### src/rtl/core/lkvc_pkg.sv
package lkvc_pkg;

    // Fixed field widths of one transaction.
    localparam int KEY_W  = 32;
    localparam int DATA_W = 32;
    localparam int CAP_W  = 5;

    // Default build size and the capacity after reset.
    localparam int MAX_ENTRIES_DEF = 16;
    localparam logic [CAP_W-1:0] CAPACITY_RESET = 5'd16;

    // Operation codes carried in the mode field.
    localparam logic MODE_GET = 1'b0;
    localparam logic MODE_PUT = 1'b1;

    // Value returned by a lookup that misses.
    localparam logic signed [DATA_W-1:0] MISS_VALUE = -32'sd1;

    typedef enum logic [2:0] {
        ST_IDLE,
        ST_SCAN,
        ST_DECIDE,
        ST_UPDATE,
        ST_RESP
    } state_t;

endpackage

### src/rtl/core/lkvc_if.sv
interface lkvc_req_if;
    logic                                 valid;
    logic                                 ready;
    logic                                 mode;
    logic signed [lkvc_pkg::KEY_W-1:0]    key;
    logic signed [lkvc_pkg::DATA_W-1:0]   value;

    modport source (output valid, output mode, output key, output value, input ready);
    modport sink   (input valid, input mode, input key, input value, output ready);
endinterface

interface lkvc_rsp_if;
    logic                                 valid;
    logic                                 ready;
    logic                                 found;
    logic signed [lkvc_pkg::DATA_W-1:0]   read_value;

    modport source (output valid, output found, output read_value, input ready);
    modport sink   (input valid, input found, input read_value, output ready);
endinterface

### src/rtl/core/lru_key_value_cache.sv
// A get result is registered in the result register after the scan and decide states, and on a
// hit also after the rank update sweep; it is held back only while an earlier result is still waiting.
// The next transaction is accepted only once the control returns to idle: after the update sweep
// for a put, and after the result is registered for a get. The key match and rank update sweeps run
// over the entry memories through one shared compare unit.
// Reset (rst_n, asynchronous, active low) clears valid marks, count and control; capacity is 16.
module lru_key_value_cache #(
    parameter int MAX_ENTRIES = lkvc_pkg::MAX_ENTRIES_DEF
) (
    input  logic                          clk,
    input  logic                          rst_n,
    lkvc_req_if.sink                      req,
    lkvc_rsp_if.source                    rsp,
    input  logic                          cfg_we,
    input  logic [lkvc_pkg::CAP_W-1:0]    cfg_wdata
);

    // Index, rank and count widths all follow from the number of built entries.
    localparam int IW   = (MAX_ENTRIES > 1) ? $clog2(MAX_ENTRIES) : 1;
    localparam int RW   = IW;
    localparam int CW   = $clog2(MAX_ENTRIES + 1);
    localparam int CMPW = (CW > lkvc_pkg::CAP_W) ? CW : lkvc_pkg::CAP_W;

    localparam logic [IW:0]     SWEEP_END = (IW+1)'(MAX_ENTRIES);
    localparam logic [IW-1:0]   LAST_IDX  = IW'(MAX_ENTRIES - 1);
    localparam logic [CMPW-1:0] MAX_CMP   = CMPW'(MAX_ENTRIES);

    // Control state.
    lkvc_pkg::state_t state_reg, state_next;

    logic [lkvc_pkg::CAP_W-1:0] capacity_reg, capacity_next;
    logic [MAX_ENTRIES-1:0]     valid_reg, valid_next;
    logic [CW-1:0]              count_reg, count_next;

    // The sweep counter issues one memory read per cycle; stage one holds the read result.
    logic [IW:0]                cnt_reg, cnt_next;
    logic                       s1_vld_reg, s1_vld_next;
    logic [IW-1:0]              s1_idx_reg, s1_idx_next;

    // Results of the match sweep.
    logic                       hit_reg, hit_next;
    logic [IW-1:0]              hit_idx_reg, hit_idx_next;
    logic [RW-1:0]              hit_rank_reg, hit_rank_next;
    logic                       free_reg, free_next;
    logic [IW-1:0]              free_idx_reg, free_idx_next;
    logic                       vic_reg, vic_next;
    logic [IW-1:0]              vic_idx_reg, vic_idx_next;
    logic [RW-1:0]              vic_rank_reg, vic_rank_next;
    logic                       evict_reg, evict_next;
    logic [IW-1:0]              slot_reg, slot_next;

    // Captured transaction payload and looked-up data.
    logic                                 mode_reg, mode_next;
    logic signed [lkvc_pkg::KEY_W-1:0]    key_reg, key_next;
    logic signed [lkvc_pkg::DATA_W-1:0]   value_reg, value_next;
    logic signed [lkvc_pkg::DATA_W-1:0]   hit_data_reg, hit_data_next;

    // Result register; it lets a new transaction start while a result waits.
    logic                                 out_valid_reg, out_valid_next;
    logic                                 found_reg, found_next;
    logic signed [lkvc_pkg::DATA_W-1:0]   read_value_reg, read_value_next;

    // Entry memories, one write and one registered read per cycle each.
    logic signed [lkvc_pkg::KEY_W-1:0]    key_mem  [MAX_ENTRIES];
    logic signed [lkvc_pkg::DATA_W-1:0]   data_mem [MAX_ENTRIES];
    logic [RW-1:0]                        rank_mem [MAX_ENTRIES];
    logic signed [lkvc_pkg::KEY_W-1:0]    key_rd_reg;
    logic signed [lkvc_pkg::DATA_W-1:0]   data_rd_reg;
    logic [RW-1:0]                        rank_rd_reg;

    logic [IW-1:0]                        rd_addr;
    logic                                 kd_we;
    logic [IW-1:0]                        kd_wa;
    logic                                 rank_we;
    logic [RW-1:0]                        rank_wd;

    logic                                 accept;
    logic                                 issue;
    logic                                 last;
    logic                                 out_load;
    logic                                 e_valid;
    logic                                 key_match;
    logic [RW-1:0]                        cmp_b;
    logic                                 rank_ge;
    logic [RW-1:0]                        rank_inc;
    logic [CMPW-1:0]                      cap_cmp;
    logic [CMPW-1:0]                      eff_cap;
    logic                                 need_evict;
    logic [IW-1:0]                        slot_pick;

    assign req.ready      = (state_reg == lkvc_pkg::ST_IDLE);
    assign accept         = req.valid & req.ready;
    assign rsp.valid      = out_valid_reg;
    assign rsp.found      = found_reg;
    assign rsp.read_value = read_value_reg;

    assign issue    = ((state_reg == lkvc_pkg::ST_SCAN) || (state_reg == lkvc_pkg::ST_UPDATE))
                      && (cnt_reg != SWEEP_END);
    assign rd_addr  = cnt_reg[IW-1:0];
    assign last     = s1_vld_reg && (s1_idx_reg == LAST_IDX);
    assign out_load = (state_reg == lkvc_pkg::ST_RESP) && (!out_valid_reg || rsp.ready);

    // The shared unit: one key comparator, one rank comparator and one rank incrementer,
    // applied to whichever entry sits in stage one this cycle.
    assign e_valid   = valid_reg[s1_idx_reg];
    assign key_match = e_valid && (key_rd_reg == key_reg);
    assign cmp_b     = (state_reg == lkvc_pkg::ST_SCAN) ? vic_rank_reg : hit_rank_reg;
    assign rank_ge   = (rank_rd_reg >= cmp_b);
    assign rank_inc  = rank_rd_reg + RW'(1);

    // Capacity zero acts as one, and values above the built size saturate.
    assign cap_cmp    = CMPW'(capacity_reg);
    assign eff_cap    = (cap_cmp == '0) ? CMPW'(1) : ((cap_cmp > MAX_CMP) ? MAX_CMP : cap_cmp);
    assign need_evict = (CMPW'(count_reg) >= eff_cap);

    // After an eviction the lowest free entry is either an older hole or the victim itself.
    assign slot_pick = (need_evict && !(free_reg && (free_idx_reg < vic_idx_reg)))
                       ? vic_idx_reg : free_idx_reg;

    always_comb
    begin
        state_next = state_reg;
        case (state_reg)
            lkvc_pkg::ST_IDLE:
            begin
                if (req.valid)
                begin
                    state_next = lkvc_pkg::ST_SCAN;
                end
            end
            lkvc_pkg::ST_SCAN:
            begin
                if (last)
                begin
                    state_next = lkvc_pkg::ST_DECIDE;
                end
            end
            lkvc_pkg::ST_DECIDE:
            begin
                if ((mode_reg == lkvc_pkg::MODE_GET) && !hit_reg)
                begin
                    state_next = lkvc_pkg::ST_RESP;
                end
                else
                begin
                    state_next = lkvc_pkg::ST_UPDATE;
                end
            end
            lkvc_pkg::ST_UPDATE:
            begin
                if (last)
                begin
                    state_next = (mode_reg == lkvc_pkg::MODE_GET) ? lkvc_pkg::ST_RESP
                                                                  : lkvc_pkg::ST_IDLE;
                end
            end
            lkvc_pkg::ST_RESP:
            begin
                if (!out_valid_reg || rsp.ready)
                begin
                    state_next = lkvc_pkg::ST_IDLE;
                end
            end
            default:
            begin
                state_next = lkvc_pkg::ST_IDLE;
            end
        endcase
    end

    always_comb
    begin
        capacity_next   = cfg_we ? cfg_wdata : capacity_reg;
        valid_next      = valid_reg;
        count_next      = count_reg;
        cnt_next        = cnt_reg;
        s1_vld_next     = issue;
        s1_idx_next     = rd_addr;
        hit_next        = hit_reg;
        hit_idx_next    = hit_idx_reg;
        hit_rank_next   = hit_rank_reg;
        hit_data_next   = hit_data_reg;
        free_next       = free_reg;
        free_idx_next   = free_idx_reg;
        vic_next        = vic_reg;
        vic_idx_next    = vic_idx_reg;
        vic_rank_next   = vic_rank_reg;
        evict_next      = evict_reg;
        slot_next       = slot_reg;
        mode_next       = mode_reg;
        key_next        = key_reg;
        value_next      = value_reg;
        found_next      = found_reg;
        read_value_next = read_value_reg;
        out_valid_next  = out_valid_reg & ~rsp.ready;
        kd_we           = 1'b0;
        kd_wa           = slot_pick;
        rank_we         = 1'b0;
        rank_wd         = rank_inc;

        if (issue)
        begin
            cnt_next = cnt_reg + (IW+1)'(1);
        end
        else if (last)
        begin
            cnt_next = '0;
        end

        case (state_reg)
            lkvc_pkg::ST_IDLE:
            begin
                if (accept)
                begin
                    mode_next  = req.mode;
                    key_next   = req.key;
                    value_next = req.value;
                    hit_next   = 1'b0;
                    free_next  = 1'b0;
                    vic_next   = 1'b0;
                end
            end
            lkvc_pkg::ST_SCAN:
            begin
                if (s1_vld_reg)
                begin
                    if (key_match && !hit_reg)
                    begin
                        hit_next      = 1'b1;
                        hit_idx_next  = s1_idx_reg;
                        hit_rank_next = rank_rd_reg;
                        hit_data_next = data_rd_reg;
                    end
                    if (!e_valid && !free_reg)
                    begin
                        free_next     = 1'b1;
                        free_idx_next = s1_idx_reg;
                    end
                    // Ties go to the later entry, so the highest rank found last wins.
                    if (e_valid && (!vic_reg || rank_ge))
                    begin
                        vic_next      = 1'b1;
                        vic_idx_next  = s1_idx_reg;
                        vic_rank_next = rank_rd_reg;
                    end
                end
            end
            lkvc_pkg::ST_DECIDE:
            begin
                evict_next = need_evict && vic_reg;
                slot_next  = slot_pick;
                if (mode_reg == lkvc_pkg::MODE_PUT)
                begin
                    kd_we = 1'b1;
                    kd_wa = hit_reg ? hit_idx_reg : slot_pick;
                end
            end
            lkvc_pkg::ST_UPDATE:
            begin
                if (s1_vld_reg)
                begin
                    if (hit_reg)
                    begin
                        // Touch: the hit entry becomes newest, newer ones age by one.
                        if (s1_idx_reg == hit_idx_reg)
                        begin
                            rank_we = 1'b1;
                            rank_wd = '0;
                        end
                        else if (e_valid && !rank_ge)
                        begin
                            rank_we = 1'b1;
                        end
                    end
                    else
                    begin
                        // Insert: every surviving entry ages, the new one is newest.
                        if (s1_idx_reg == slot_reg)
                        begin
                            rank_we = 1'b1;
                            rank_wd = '0;
                        end
                        else if (e_valid && !(evict_reg && (s1_idx_reg == vic_idx_reg)))
                        begin
                            rank_we = 1'b1;
                        end
                    end
                end
                if (last && !hit_reg)
                begin
                    if (evict_reg)
                    begin
                        valid_next[vic_idx_reg] = 1'b0;
                    end
                    valid_next[slot_reg] = 1'b1;
                    if (!evict_reg)
                    begin
                        count_next = count_reg + CW'(1);
                    end
                end
            end
            lkvc_pkg::ST_RESP:
            begin
                if (out_load)
                begin
                    out_valid_next  = 1'b1;
                    found_next      = hit_reg;
                    read_value_next = hit_reg ? hit_data_reg : lkvc_pkg::MISS_VALUE;
                end
            end
            default:
            begin
                rank_we = 1'b0;
            end
        endcase
    end

    always_ff @(posedge clk or negedge rst_n)
    begin
        if (!rst_n)
        begin
            state_reg     <= lkvc_pkg::ST_IDLE;
            capacity_reg  <= lkvc_pkg::CAPACITY_RESET;
            valid_reg     <= '0;
            count_reg     <= '0;
            cnt_reg       <= '0;
            s1_vld_reg    <= 1'b0;
            hit_reg       <= 1'b0;
            free_reg      <= 1'b0;
            vic_reg       <= 1'b0;
            evict_reg     <= 1'b0;
            out_valid_reg <= 1'b0;
        end
        else
        begin
            state_reg     <= state_next;
            capacity_reg  <= capacity_next;
            valid_reg     <= valid_next;
            count_reg     <= count_next;
            cnt_reg       <= cnt_next;
            s1_vld_reg    <= s1_vld_next;
            hit_reg       <= hit_next;
            free_reg      <= free_next;
            vic_reg       <= vic_next;
            evict_reg     <= evict_next;
            out_valid_reg <= out_valid_next;
        end
    end

    always_ff @(posedge clk)
    begin
        s1_idx_reg     <= s1_idx_next;
        hit_idx_reg    <= hit_idx_next;
        hit_rank_reg   <= hit_rank_next;
        hit_data_reg   <= hit_data_next;
        free_idx_reg   <= free_idx_next;
        vic_idx_reg    <= vic_idx_next;
        vic_rank_reg   <= vic_rank_next;
        slot_reg       <= slot_next;
        mode_reg       <= mode_next;
        key_reg        <= key_next;
        value_reg      <= value_next;
        found_reg      <= found_next;
        read_value_reg <= read_value_next;
    end

    always_ff @(posedge clk)
    begin
        if (kd_we)
        begin
            key_mem[kd_wa] <= key_reg;
        end
        key_rd_reg <= key_mem[rd_addr];
    end

    always_ff @(posedge clk)
    begin
        if (kd_we)
        begin
            data_mem[kd_wa] <= value_reg;
        end
        data_rd_reg <= data_mem[rd_addr];
    end

    always_ff @(posedge clk)
    begin
        if (rank_we)
        begin
            rank_mem[s1_idx_reg] <= rank_wd;
        end
        rank_rd_reg <= rank_mem[rd_addr];
    end

    // The entry count always equals the number of valid marks.
    assert property (@(posedge clk) disable iff (!rst_n)
        $countones(valid_reg) == int'(count_reg))
        else $error("entry count disagrees with valid marks");

    // An insert lands on a free entry or on the entry being evicted.
    assert property (@(posedge clk) disable iff (!rst_n)
        (state_reg == lkvc_pkg::ST_UPDATE && !hit_reg)
        |-> (!valid_reg[slot_reg] || (evict_reg && (slot_reg == vic_idx_reg))))
        else $error("insert would overwrite a live entry");

    // A new result appears only out of the response state.
    assert property (@(posedge clk) disable iff (!rst_n)
        (out_valid_reg && !$past(out_valid_reg)) |-> ($past(state_reg) == lkvc_pkg::ST_RESP))
        else $error("result raised outside the response state");

    // A put never produces a result.
    assert property (@(posedge clk) disable iff (!rst_n)
        (out_load) |-> (mode_reg == lkvc_pkg::MODE_GET))
        else $error("result produced for a put");

endmodule
### src/flat_wrapper.sv
// flat-port wrapper written by rule: the top's interface ports become plain ports
module lru_key_value_cache_flat 
#(
    parameter int MAX_ENTRIES = lkvc_pkg::MAX_ENTRIES_DEF
)
  (clk, rst_n, cfg_we, cfg_wdata, req_valid, req_mode, req_key, req_value, req_ready, rsp_valid, rsp_found, rsp_read_value, rsp_ready);
  lkvc_req_if req_i ();
  lkvc_rsp_if rsp_i ();
  input  logic clk;
  input  logic rst_n;
  input  logic cfg_we;
  input  logic [lkvc_pkg::CAP_W-1:0] cfg_wdata;
  input wire logic [$bits(req_i.valid)-1:0] req_valid;
  input wire logic [$bits(req_i.mode)-1:0] req_mode;
  input wire logic [$bits(req_i.key)-1:0] req_key;
  input wire logic [$bits(req_i.value)-1:0] req_value;
  output wire logic [$bits(req_i.ready)-1:0] req_ready;
  output wire logic [$bits(rsp_i.valid)-1:0] rsp_valid;
  output wire logic [$bits(rsp_i.found)-1:0] rsp_found;
  output wire logic [$bits(rsp_i.read_value)-1:0] rsp_read_value;
  input wire logic [$bits(rsp_i.ready)-1:0] rsp_ready;
  assign req_i.valid = req_valid;
  assign req_i.mode = req_mode;
  assign req_i.key = req_key;
  assign req_i.value = req_value;
  assign req_ready = req_i.ready;
  assign rsp_valid = rsp_i.valid;
  assign rsp_found = rsp_i.found;
  assign rsp_read_value = rsp_i.read_value;
  assign rsp_i.ready = rsp_ready;
  lru_key_value_cache #(.MAX_ENTRIES(MAX_ENTRIES)) u_core (.clk(clk), .rst_n(rst_n), .req(req_i), .rsp(rsp_i), .cfg_we(cfg_we), .cfg_wdata(cfg_wdata));
endmodule
### config.mk
export PLATFORM = sky130hd
export DESIGN_NAME = lru_key_value_cache_flat
export DESIGN_NICKNAME = d
export VERILOG_FILES = /design/src/rtl/core/lkvc_pkg.sv /design/src/rtl/core/lkvc_if.sv /design/src/rtl/core/lru_key_value_cache.sv /design/src/flat_wrapper.sv
export SDC_FILE = /design/constraint.sdc
export NUM_CORES = 1
export LEC_CHECK = 0
export ABC_AREA = 1
export BUFFER_PORTS_ARGS = -buffer_cell sky130_fd_sc_hd__buf_2
export CORE_MARGIN = 2
export CORE_UTILIZATION = 62
export DETAILED_ROUTE_END_ITERATION = 12
export GPL_ROUTABILITY_DRIVEN = 1
export HOLD_SLACK_MARGIN = 0.03
export PLACE_DENSITY_LB_ADDON = 0.3
export SYNTH_ARGS = -nofsm -noshare
export SYNTH_HDL_FRONTEND = slang
export SYNTH_SLANG_ARGS = --single-unit
### constraint.sdc
create_clock -name clk -period 6.9 [get_ports clk]
set_clock_uncertainty 0.05 [all_clocks]
set_input_delay 0.345 -clock clk [delete_from_list [all_inputs] [get_ports clk]]
set_output_delay 0.345 -clock clk [all_outputs]
set_load 0.02 [all_outputs]
=== After elaboration in Yosys (flattened, before gate mapping) ===
Memories as Yosys holds them, arrays and structs flattened. A register that Yosys moved wholly into a read port is not among the register bits.
Index checks and enable logic that the tools add are counted.

* Register bits: 198
* Output and inout bits: 35
* Memories kept: 3
* Memory bits (writable): 1,088
* Word-level logic and storage cells: 164
* Input bits: 75

{| class="wikitable"
|+ Memories
! memory !! words !! width !! read ports !! clocked after memory_dff !! wr ports !! line !! text
|-
| u_core.data_mem || 16 || 32 || 1 || 1 || 1 || lru_key_value_cache.sv:65 || <nowiki>logic signed [lkvc_pkg::DATA_W-1:0] data_mem [MAX_ENTRIES];</nowiki>
|-
| u_core.key_mem || 16 || 32 || 1 || 1 || 1 || lru_key_value_cache.sv:64 || <nowiki>logic signed [lkvc_pkg::KEY_W-1:0] key_mem [MAX_ENTRIES];</nowiki>
|-
| u_core.rank_mem || 16 || 4 || 1 || 1 || 1 || lru_key_value_cache.sv:66 || <nowiki>logic [RW-1:0] rank_mem [MAX_ENTRIES];</nowiki>
|}

* Equality and inequality tests: 19
* $lt $le $gt $ge: 9
* Reductions and logical operators: 43
* Mux-type cells: 55
* Bitwise logic cells: 8
* Add/subtract/negate cells: 3

{| class="wikitable"
|+ Operators with widths
! cell !! count
|-
| 2-to-1 mux 16 bit || 3
|-
| 2-to-1 mux 4 bit || 10
|-
| equality test 32 bit || 1
|-
| 2-to-1 mux 1 bit || 25
|-
| 2-to-1 mux 5 bit || 4
|-
| 2-to-1 mux 3 bit || 6
|-
| logical AND 1 bit || 17
|-
| AND 16 bit || 1
|-
| inverter 16 bit || 1
|-
| OR 16 bit || 1
|-
| AND reduction 4 bit || 4
|-
| < comparator 4 x 5 -> 1 bit, second input constant || 3
|-
| case mux 3 bit (5 select lines) || 1
|-
| equality test 4 bit || 3
|-
| inequality test 2 bit, second input constant || 6
|-
| AND reduction 3 bit || 4
|-
| adder 5 x 1 -> 5 bit, second input constant || 2
|-
| demux 1 bit (select 4 bit) || 2
|-
| greater-or-equal comparator 4 x 1 -> 1 bit, second input constant || 2
|-
| logical NOT 1 bit || 8
|-
| equality test 3 x 2 -> 1 bit, second input constant || 2
|-
| inequality test 2 x 1 -> 1 bit, second input constant || 3
|-
| case mux 1 bit (2 select lines) || 3
|-
| AND reduction 2 bit || 3
|-
| 16 further kinds || 22
|}

=== Longest topological paths before layout ===
Gate-level depths: netlist (run 1).

* Depth after elaboration: 12
* Mapped depth: 15

=== Worst setup path after synthesis (run 1) ===
No wires, ideal clock.

* Path type: reg2reg
* Start: register u_core.state_reg[2]
* End: register u_core.key_reg[0] (netlist bit) (enable)
* Arrival time: 5,194 ps
* Library setup time: 575 ps
* Period minus slack after synthesis: 5,819 ps
* Buffers on the path: 0
* Cell stages (with the launch flop): 4
* Setup slack: 1,081 ps
* Path through: dfrtp_1 inv_1 nand2_1 nor3_1

* Word-level cells in the longest chain between the ends: 3

{| class="wikitable"
|+ Ends and longest elaborated chain
! what !! line !! text
|-
| start: declaration || lru_key_value_cache.sv:29 || <nowiki>lkvc_pkg::state_t state_reg, state_next;</nowiki>
|-
| start signal: assignment || lru_key_value_cache.sv:322 || <nowiki>state_reg <= lkvc_pkg::ST_IDLE;</nowiki>
|-
| start signal: assignment || lru_key_value_cache.sv:336 || <nowiki>state_reg <= state_next;</nowiki>
|-
| logical NOT 3 bit * || lru_key_value_cache.sv:91, lru_key_value_cache.sv:210 ||
|-
| AND 1 bit || lru_key_value_cache.sv:92 || <nowiki>assign accept = req.valid & req.ready;</nowiki>
|-
| AND reduction 2 bit (no source line) * || n/a ||
|-
| end signal: assignment || lru_key_value_cache.sv:361 || <nowiki>key_reg <= key_next;</nowiki>
|-
| end: declaration || lru_key_value_cache.sv:54 || <nowiki>logic signed [lkvc_pkg::KEY_W-1:0] key_reg, key_next;</nowiki>
|}

Every way passes the cells marked *; elsewhere a longest branch is shown, timed or not.
A chain may end at the register's enable or synchronous reset.

=== Worst setup path in the final report (run 1) ===
* Start: register u_core.capacity_reg (netlist bit u_core.cap_cmp[4])
* End: memory u_core.data_mem[2][6] (netlist bit) (enable)

* Word-level cells in the longest chain between the ends: 9
* Elaborated cells between the ends (all ways): 10
* Those cells by class: order compare: 2; mux: 6; reduce/logical: 2

{| class="wikitable"
|+ Ends and longest elaborated chain
! what !! line !! text
|-
| start: declaration || lru_key_value_cache.sv:31 || <nowiki>logic [lkvc_pkg::CAP_W-1:0] capacity_reg, capacity_next;</nowiki>
|-
| start signal: assignment || lru_key_value_cache.sv:323 || <nowiki>capacity_reg <= lkvc_pkg::CAPACITY_RESET;</nowiki>
|-
| start signal: assignment || lru_key_value_cache.sv:337 || <nowiki>capacity_reg <= capacity_next;</nowiki>
|-
| greater-than comparator 5 bit || lru_key_value_cache.sv:113 || <nowiki>assign eff_cap = (cap_cmp == '0) ? CMPW'(1) : ((cap_cmp > MAX_CMP) ? MAX_CMP : cap_cmp);</nowiki>
|-
| 2-to-1 mux 5 bit || lru_key_value_cache.sv:113 ||
|-
| 2-to-1 mux 5 bit * || lru_key_value_cache.sv:113 ||
|-
| greater-or-equal comparator 5 bit * || lru_key_value_cache.sv:114 || <nowiki>assign need_evict = (CMPW'(count_reg) >= eff_cap);</nowiki>
|-
| logical AND 1 bit * || lru_key_value_cache.sv:117 || <nowiki>assign slot_pick = (need_evict && !(free_reg && (free_idx_reg < vic_idx_reg)))</nowiki>
|-
| 2-to-1 mux 4 bit * || lru_key_value_cache.sv:118 || <nowiki>? vic_idx_reg : free_idx_reg;</nowiki>
|-
| named net u_core.slot_pick[3] || lru_key_value_cache.sv:89 || <nowiki>logic [IW-1:0] slot_pick;</nowiki>
|-
| 2-to-1 mux 4 bit || lru_key_value_cache.sv:255 || <nowiki>kd_wa = hit_reg ? hit_idx_reg : slot_pick;</nowiki>
|-
| 2-to-1 mux 4 bit || lru_key_value_cache.sv:252 || <nowiki>if (mode_reg == lkvc_pkg::MODE_PUT)</nowiki>
|-
| 2-to-1 mux 4 bit * || lru_key_value_cache.sv:210 || <nowiki>case (state_reg)</nowiki>
|-
| end: declaration || lru_key_value_cache.sv:65 ||
|}

Mark *: on every way through the listed nets, which the timed path passes. The rest lies on a longest branch.

==> flow_summary.ini, run 1 <==
[setup_path]
max_stage_delay_ps = 880
r2r_start = u_core.cap_cmp[4]$_DFFE_PN1P_
startpoint_type = flop
path_delay_family = simple AND/OR/NAND/NOR gates
critPathCaptureType = flop
reg2reg_depth = 13
cp.arrival_ps = 4650
regToRegSetupSlack_ps = 2550
cp_max_fo = 48
critPathSlowestCell = buf_4
crit_path_start = u_core.cap_cmp[4]$_DFFE_PN1P_
crit_path_end = u_core.data_mem[2][6]$_DFFE_PP_
worst-setup-path-type = flop to flop
path_buf_inv = 2
path_depth = 13
critical_path.cell_chain = inv_1, ha_1, nand2_1, nor2_1, o21ai_0, nand2_1, nand2_1, nand2_1, nand2_2, o21bai_1, nand2_1, nor2_4, buf_4
r2r_end = u_core.data_mem[2][6]$_DFFE_PP_
crit_top_cell = nand2_1
cp.required_ps = 7200

[cts]
clkLatencyLatePin_ps = 740
cts.sinks = 1354
root_buffer = clkbuf_16
numCtsBuffers = 134
clk_pin_slew_worst_paths_ps = 60
htree_levels = 4
cts_resized = 0
cts_buffer_depth = 3
cts_tree = done

[synthesis]
ys_seq_elements = 1354
syn-num-nets = 3846
syn_area_mm2 = 0.05140
avgSynthCellArea_um2 = 13.69
syn_inst = 3755
synth_seq_area_share_pct = 77.31
synth_cell_types = 47
yosysWarningCount = 0

[finish]
post-route-util_pct = 70.78
syn_to_final_growth_pct = 13.07
antennaDiodeCount = 0
register_area_mm2 = 0.03975
fin_cells = 5086
nets = 3996
final_common_cell = edfxtp_1
final_cell_mix = edfxtp_1 (1,242), nor2_1 (600), o21ai_0 (587)
reg.largest.list = u_core.data_mem (512), u_core.key_mem (512), u_core.rank_mem (64)
drive_gt1_share_pct = 10.73
multi_input_area_mm2 = 0.01056
fill_cells = 5153

[grt]
grt_pass1_wl_um = 179500
groute.usage.overall_pct = 27.61
grt_max_degree = 236
antenna_found_initial = 1
grt_pass1_vias = 30710
grt-ovfl-total = 0

[route]
ant_nets = 0
drt_iter0_markers = 3893
routed_wl_um = 117100
routed_via_density = 6.230
vias = 31690
dr.pass1.iters = 5
wl_per_cell_um = 23.03
drc = 0

[sta]
slew_viol_final = 0
relSlewSlack_pct = 17.01
post-route-period-util_pct = 62.99
fin_crit_ps = 4346
grt_setup_unrepaired = no
hold_violations = 0
fmax_mhz = 230.1
worstMarginPinSlew_ps = 1242
setup_viol = 0
final.setup.tns_ps = 0

[place]
hpwl_um = 60940
gp_congestion = 0.8697
io_buffers = 109
dp_cells = 4758

[floorplan]
die_area_mm2 = 0.08522
die_w_um = 291.9
initial_utilization_pct = 62.60
num_rows = 105
core_mm2 = 0.08211
fp.dieH_um = 291.9
io_pins = 110

[pwr]
vdd_drop_max_uv = 328.8
combPwrFrac_pct = 23.6
p_seq_share_pct = 45.6
p_per_area_mw_per_mm2 = 399.6
clockPowerShare_pct = 30.8
p_switching_mw = 7.642
leakagePower_nw = 19.42
swShare_pct = 32.90
power.internal_mw = 15.58

[hold_path]
min-delay-path-class = input port to flop

[run_status]
run_status = completed

[run]
maxCapViolCount = 0
-- cells by family after synthesis --
kind of cell,after synthesis,synth area share [%]
simple gates,1106,8.776
buf+inv,313,2.437
compound gates,934,10.52
mux,5,0.1022
fa+ha+maj,16,0.3895
flops,1354,77.32
xor+xnor,27,0.4601
-- tightest hold or removal path, cell delays in order --
cell and delay [ps]:
buf_2 100, inv_1 90, nand2_1 80, nand3_1 140, a21oi_1 90
-- power by group through the flow --
stage	logic, mW	registers (mW)	clock network, mW
after floorplan	3.91	10.4	0
after global placement	5.22	10.7	0
after detailed placement	5.37	10.7	0
after CTS	5.46	10.6	7.19
after global routing	6.07	10.6	7.53
final	5.49	10.6	7.14
-- metal layers --
metal | GRT usage, % | vias to the layer above | wire, um
met5 | 0 | - | 0
met4 | 9.291 | 0 | 3114
met3 | 4.209 | 229 | 9892
met2 | 44.08 | 1613 | 56330
met1 | 39.59 | 15630 | 47780
li1 | - | 14220 | -
-- stage by stage --
stage | setup WS, ps | hold WS, ps | power [mW] | instance area (um^2)
after CTS | 2582 | 86.04 | 23.23 | 58120
after global placement | 2693 | 335.8 | 15.94 | 52950
after detailed placement | 2628 | 338.7 | 16.11 | 52950
final | 2554 | 111.2 | 23.22 | 58120
after floorplan | 1081 | -0.5911 | 14.28 | 51400
after global routing | 2322 | 170.7 | 24.25 | 58120
-- how the worst min path moves through the flow --
stage                                                    to                      startpoint  cells after the start
after floorplan               u_core.cap_cmp[0]$_DFFE_PN0P_                           rst_n                      0
after global placement    u_core.hit_data_reg[22]$_DFFE_PP_  u_core.data_rd_reg[22]$_DFF_P_                      0
after detailed placement  u_core.hit_data_reg[14]$_DFFE_PP_  u_core.data_rd_reg[14]$_DFF_P_                      0
after CTS                   u_core.state_reg[1]$_DFFE_PN0P_                       req_valid                      5
after global routing             u_core.vic_reg$_DFFE_PN0P_                       req_valid                      8
final                       u_core.state_reg[1]$_DFFE_PN0P_                       req_valid                      5
-- Yosys cell counts (all sizes together) --
master,instances,area share (%)
a22o,1,0.017
nor3,9,0.11
a211oi,2,0.029
buf,54,0.55
and3,1,0.012
mux2i,3,0.058
o211ai,39,0.57
dfrtp,39,1.9
a21o,1,0.015
inv,86,0.63
clkinv,1,0.0073
nand4,8,0.097
or2,35,0.43
o21bai,1,0.015
dfxtp,72,2.8
dfstp,1,0.051
a21boi,1,0.022
nand3,134,1.3
nor3b,1,0.015
o221ai,97,1.7
or3b,1,0.017
mux2,2,0.044
a21oi,10,0.10
o22ai,183,2.2
xor2,17,0.29
o2111ai,1,0.017
nand2,293,2.2
nor2,624,4.6
edfxtp,1242,73
o32ai,1,0.032
xnor2,10,0.17
ha,16,0.39
clkbuf,172,1.3
o21ai,597,5.8
-- cell type report --
| type | instances | area share [%] |
|---|---|---|
| Clock inverter | 49 | 0.9688 |
| Sequential cell | 1354 | 68.40 |
| Inverter | 87 | 0.5877 |
| Tap cell | 1070 | 2.303 |
| Timing Repair Buffer | 240 | 3.044 |
| Multi-Input combinational cell | 2088 | 18.16 |
| Clock buffer | 198 | 6.532 |
-- timing repair --
action                                 in CTS  in global routing
hold buffers                               81                  0
endpoints found under the hold margin     111                  0
buffers inserted                            0                  0
Power figures use the tool's default switching activity.
==> run 2: changes to the inputs <==
==> constraint.sdc (replaced) <==
create_clock -name clk -period 4.4 [get_ports clk]
set_clock_uncertainty 0.05 [all_clocks]
set_input_delay 0.22 -clock clk [delete_from_list [all_inputs] [get_ports clk]]
set_output_delay 0.22 -clock clk [all_outputs]
set_load 0.02 [all_outputs]
==> flow_summary.ini, run 2 (synthesized netlist as in run 1, its figures left out) <==
[floorplan]
io_pins = 110
die_area_mm2 = 0.08522
initial_utilization_pct = 62.60
fp.dieH_um = 291.9
num_rows = 105
die_w_um = 291.9
core_mm2 = 0.08211

[route]
routed_via_density = 6.279
vias = 31980
drc = 0
dr.pass1.iters = 8
routed_wl_um = 121100
wl_per_cell_um = 23.77
ant_nets = 0
drt_iter0_markers = 4109

[cts]
cts_tree = done
clkLatencyLatePin_ps = 730
cts_buffer_depth = 3
cts.sinks = 1354
clk_pin_slew_worst_paths_ps = 60
htree_levels = 4
numCtsBuffers = 132
root_buffer = clkbuf_16

[setup_path]
worst-setup-path-type = flop to flop
startpoint_type = flop
critPathSlowestCell = nor2_4
cp_max_fo = 20
critPathCaptureType = flop
max_stage_delay_ps = 590
cp.required_ps = 4740
critical_path.cell_chain = nor2_1, nand3_1, a21oi_1, ha_1, o21ai_0, nand2_1, nand2_1, nand2_1, nand2_1, nand2_1, nand2_1, nand3_1, nor2_4, buf_4
crit_top_cell = nand2_1
cp.arrival_ps = 4100

[pwr]
p_seq_share_pct = 45.2
vdd_drop_max_uv = 553.3
p_switching_mw = 12.14
swShare_pct = 33.10
leakagePower_nw = 19.58
combPwrFrac_pct = 24.5
clockPowerShare_pct = 30.3
power.internal_mw = 24.53
p_per_area_mw_per_mm2 = 627.1

[finish]
syn_to_final_growth_pct = 13.76
final_cell_mix = edfxtp_1 (1,242), nor2_1 (600), o21ai_0 (587)
drive_gt1_share_pct = 11.21
nets = 4011
final_common_cell = edfxtp_1
reg.largest.list = u_core.data_mem (512), u_core.key_mem (512), u_core.rank_mem (64)
post-route-util_pct = 71.21
fill_cells = 5081
antennaDiodeCount = 0

[sta]
grt_setup_unrepaired = no
final.setup.tns_ps = 0
slew_viol_final = 0
post-route-period-util_pct = 85.55
layout_setup_ws_ps = 635.9
relSlewSlack_pct = 33.17
fmax_mhz = 265.7
worstMarginPinSlew_ps = 1002
hold_violations = 0
setup_viol = 0
fin_crit_ps = 3764

[hold_path]
min-delay-path-class = input port to flop

[grt]
grt_pass1_wl_um = 184200
grt_max_degree = 238
antenna_found_initial = 0
groute.usage.overall_pct = 28.46
grt_pass1_vias = 31390
grt-ovfl-total = 0

[run_status]
run_status = completed

[place]
io_buffers = 109
pre_cts_ws_ps = 702.1
gp_congestion = 0.8984
hpwl_um = 62910

[run]
maxCapViolCount = 0
-- run 2: cell count changes in the layout (fill, tap and decap cells not counted), moves of 2 or more --
cell / change
clkinvlp_4: -2
clkbuf_1: -15
clkinv_4: -2
buf_4: -6
clkinv_8: +2
buf_12: +23
inv_6: -2
clkinv_2: +8
clkinv_1: +3
clkbuf_8: +3
inv_16: -3
-- run 2: worst paths after layout --
path	startpoint	end	slack, ps	cells after the start
worst min-delay path	req_valid	u_core.state_reg[1]$_DFFE_PN0P_	100	5
max in group asynchronous	rst_n	u_core.cnt_reg[1]$_DFFE_PN0P_	3440	2
worst max-delay path	u_core.cap_cmp[1]$_DFFE_PN0P_	u_core.data_mem[9][14]$_DFFE_PP_	640	14
worst max register to register	u_core.cap_cmp[1]$_DFFE_PN0P_	u_core.data_mem[9][14]$_DFFE_PP_	640	14
worst min register to register	u_core.data_rd_reg[18]$_DFF_P_	u_core.hit_data_reg[18]$_DFFE_PP_	350	0
min in group asynchronous	rst_n	u_core.valid_reg[14]$_DFFE_PN0P_	140	2
-- run 2: repair_timing --
action,in CTS,in global routing
buffers inserted,0,0
gates resized for setup,0,0
hold endpoints to repair,112,0
hold buffers,81,0
setup endpoints to repair,0,0
-- run 2: worst max-delay path, delay by kind of cell (launching register included) --
kind                     cells  cell delay, ps
AO/OA/AOI/OAI                2             340
adder cells (fa/ha/maj)      1             240
buffers and inverters        1             420
flip-flops                   1             400
AND/OR/NAND/NOR             10            1950
-- run 2: cell type report --
| cell class | count | area, um^2 | area share, % |
|---|---|---|---|
| clock buffers | 186 | 3781 | 6.467 |
| flip-flops and latches | 1354 | 39750 | 67.99 |
| multi-input cells | 2088 | 10560 | 18.07 |
| repair buffers | 257 | 2185 | 3.736 |
| well taps | 1070 | 1339 | 2.290 |
| inverters | 87 | 341.6 | 0.5842 |
| clock inverters | 52 | 506.7 | 0.8667 |
-- run 2: per-stage QoR --
step,total power [mW],std cells,hold WS [ps],area (um^2)
after global routing,38.22,5094,117.7,58470
after CTS,36.67,5094,57.37,58470
after floorplan,22.38,3755,-125.6,51400
after global placement,25.29,4775,336.9,53370
final,36.67,5094,99.59,58470
after detailed placement,25.54,4775,338.7,53370
-- run 2: power by group through the flow --
stage	clock network [mW]	logic (mW)	registers, mW
floorplan	0	6.14	16.2
detailed placement	0	8.75	16.8
global placement	0	8.53	16.8
CTS	11.2	8.92	16.5
finish	11.1	8.98	16.6
global route	11.7	9.84	16.7
-- run 2: routing by layer --
metal | GRT usage, % | up-vias | part of all wire [%]
li1 | - | 14250 | -
met1 | 40.33 | 15660 | 40
met2 | 45.36 | 1814 | 48
met3 | 4.422 | 257 | 9.1
met4 | 10.71 | 0 | 3.1
met5 | 0 | - | 0
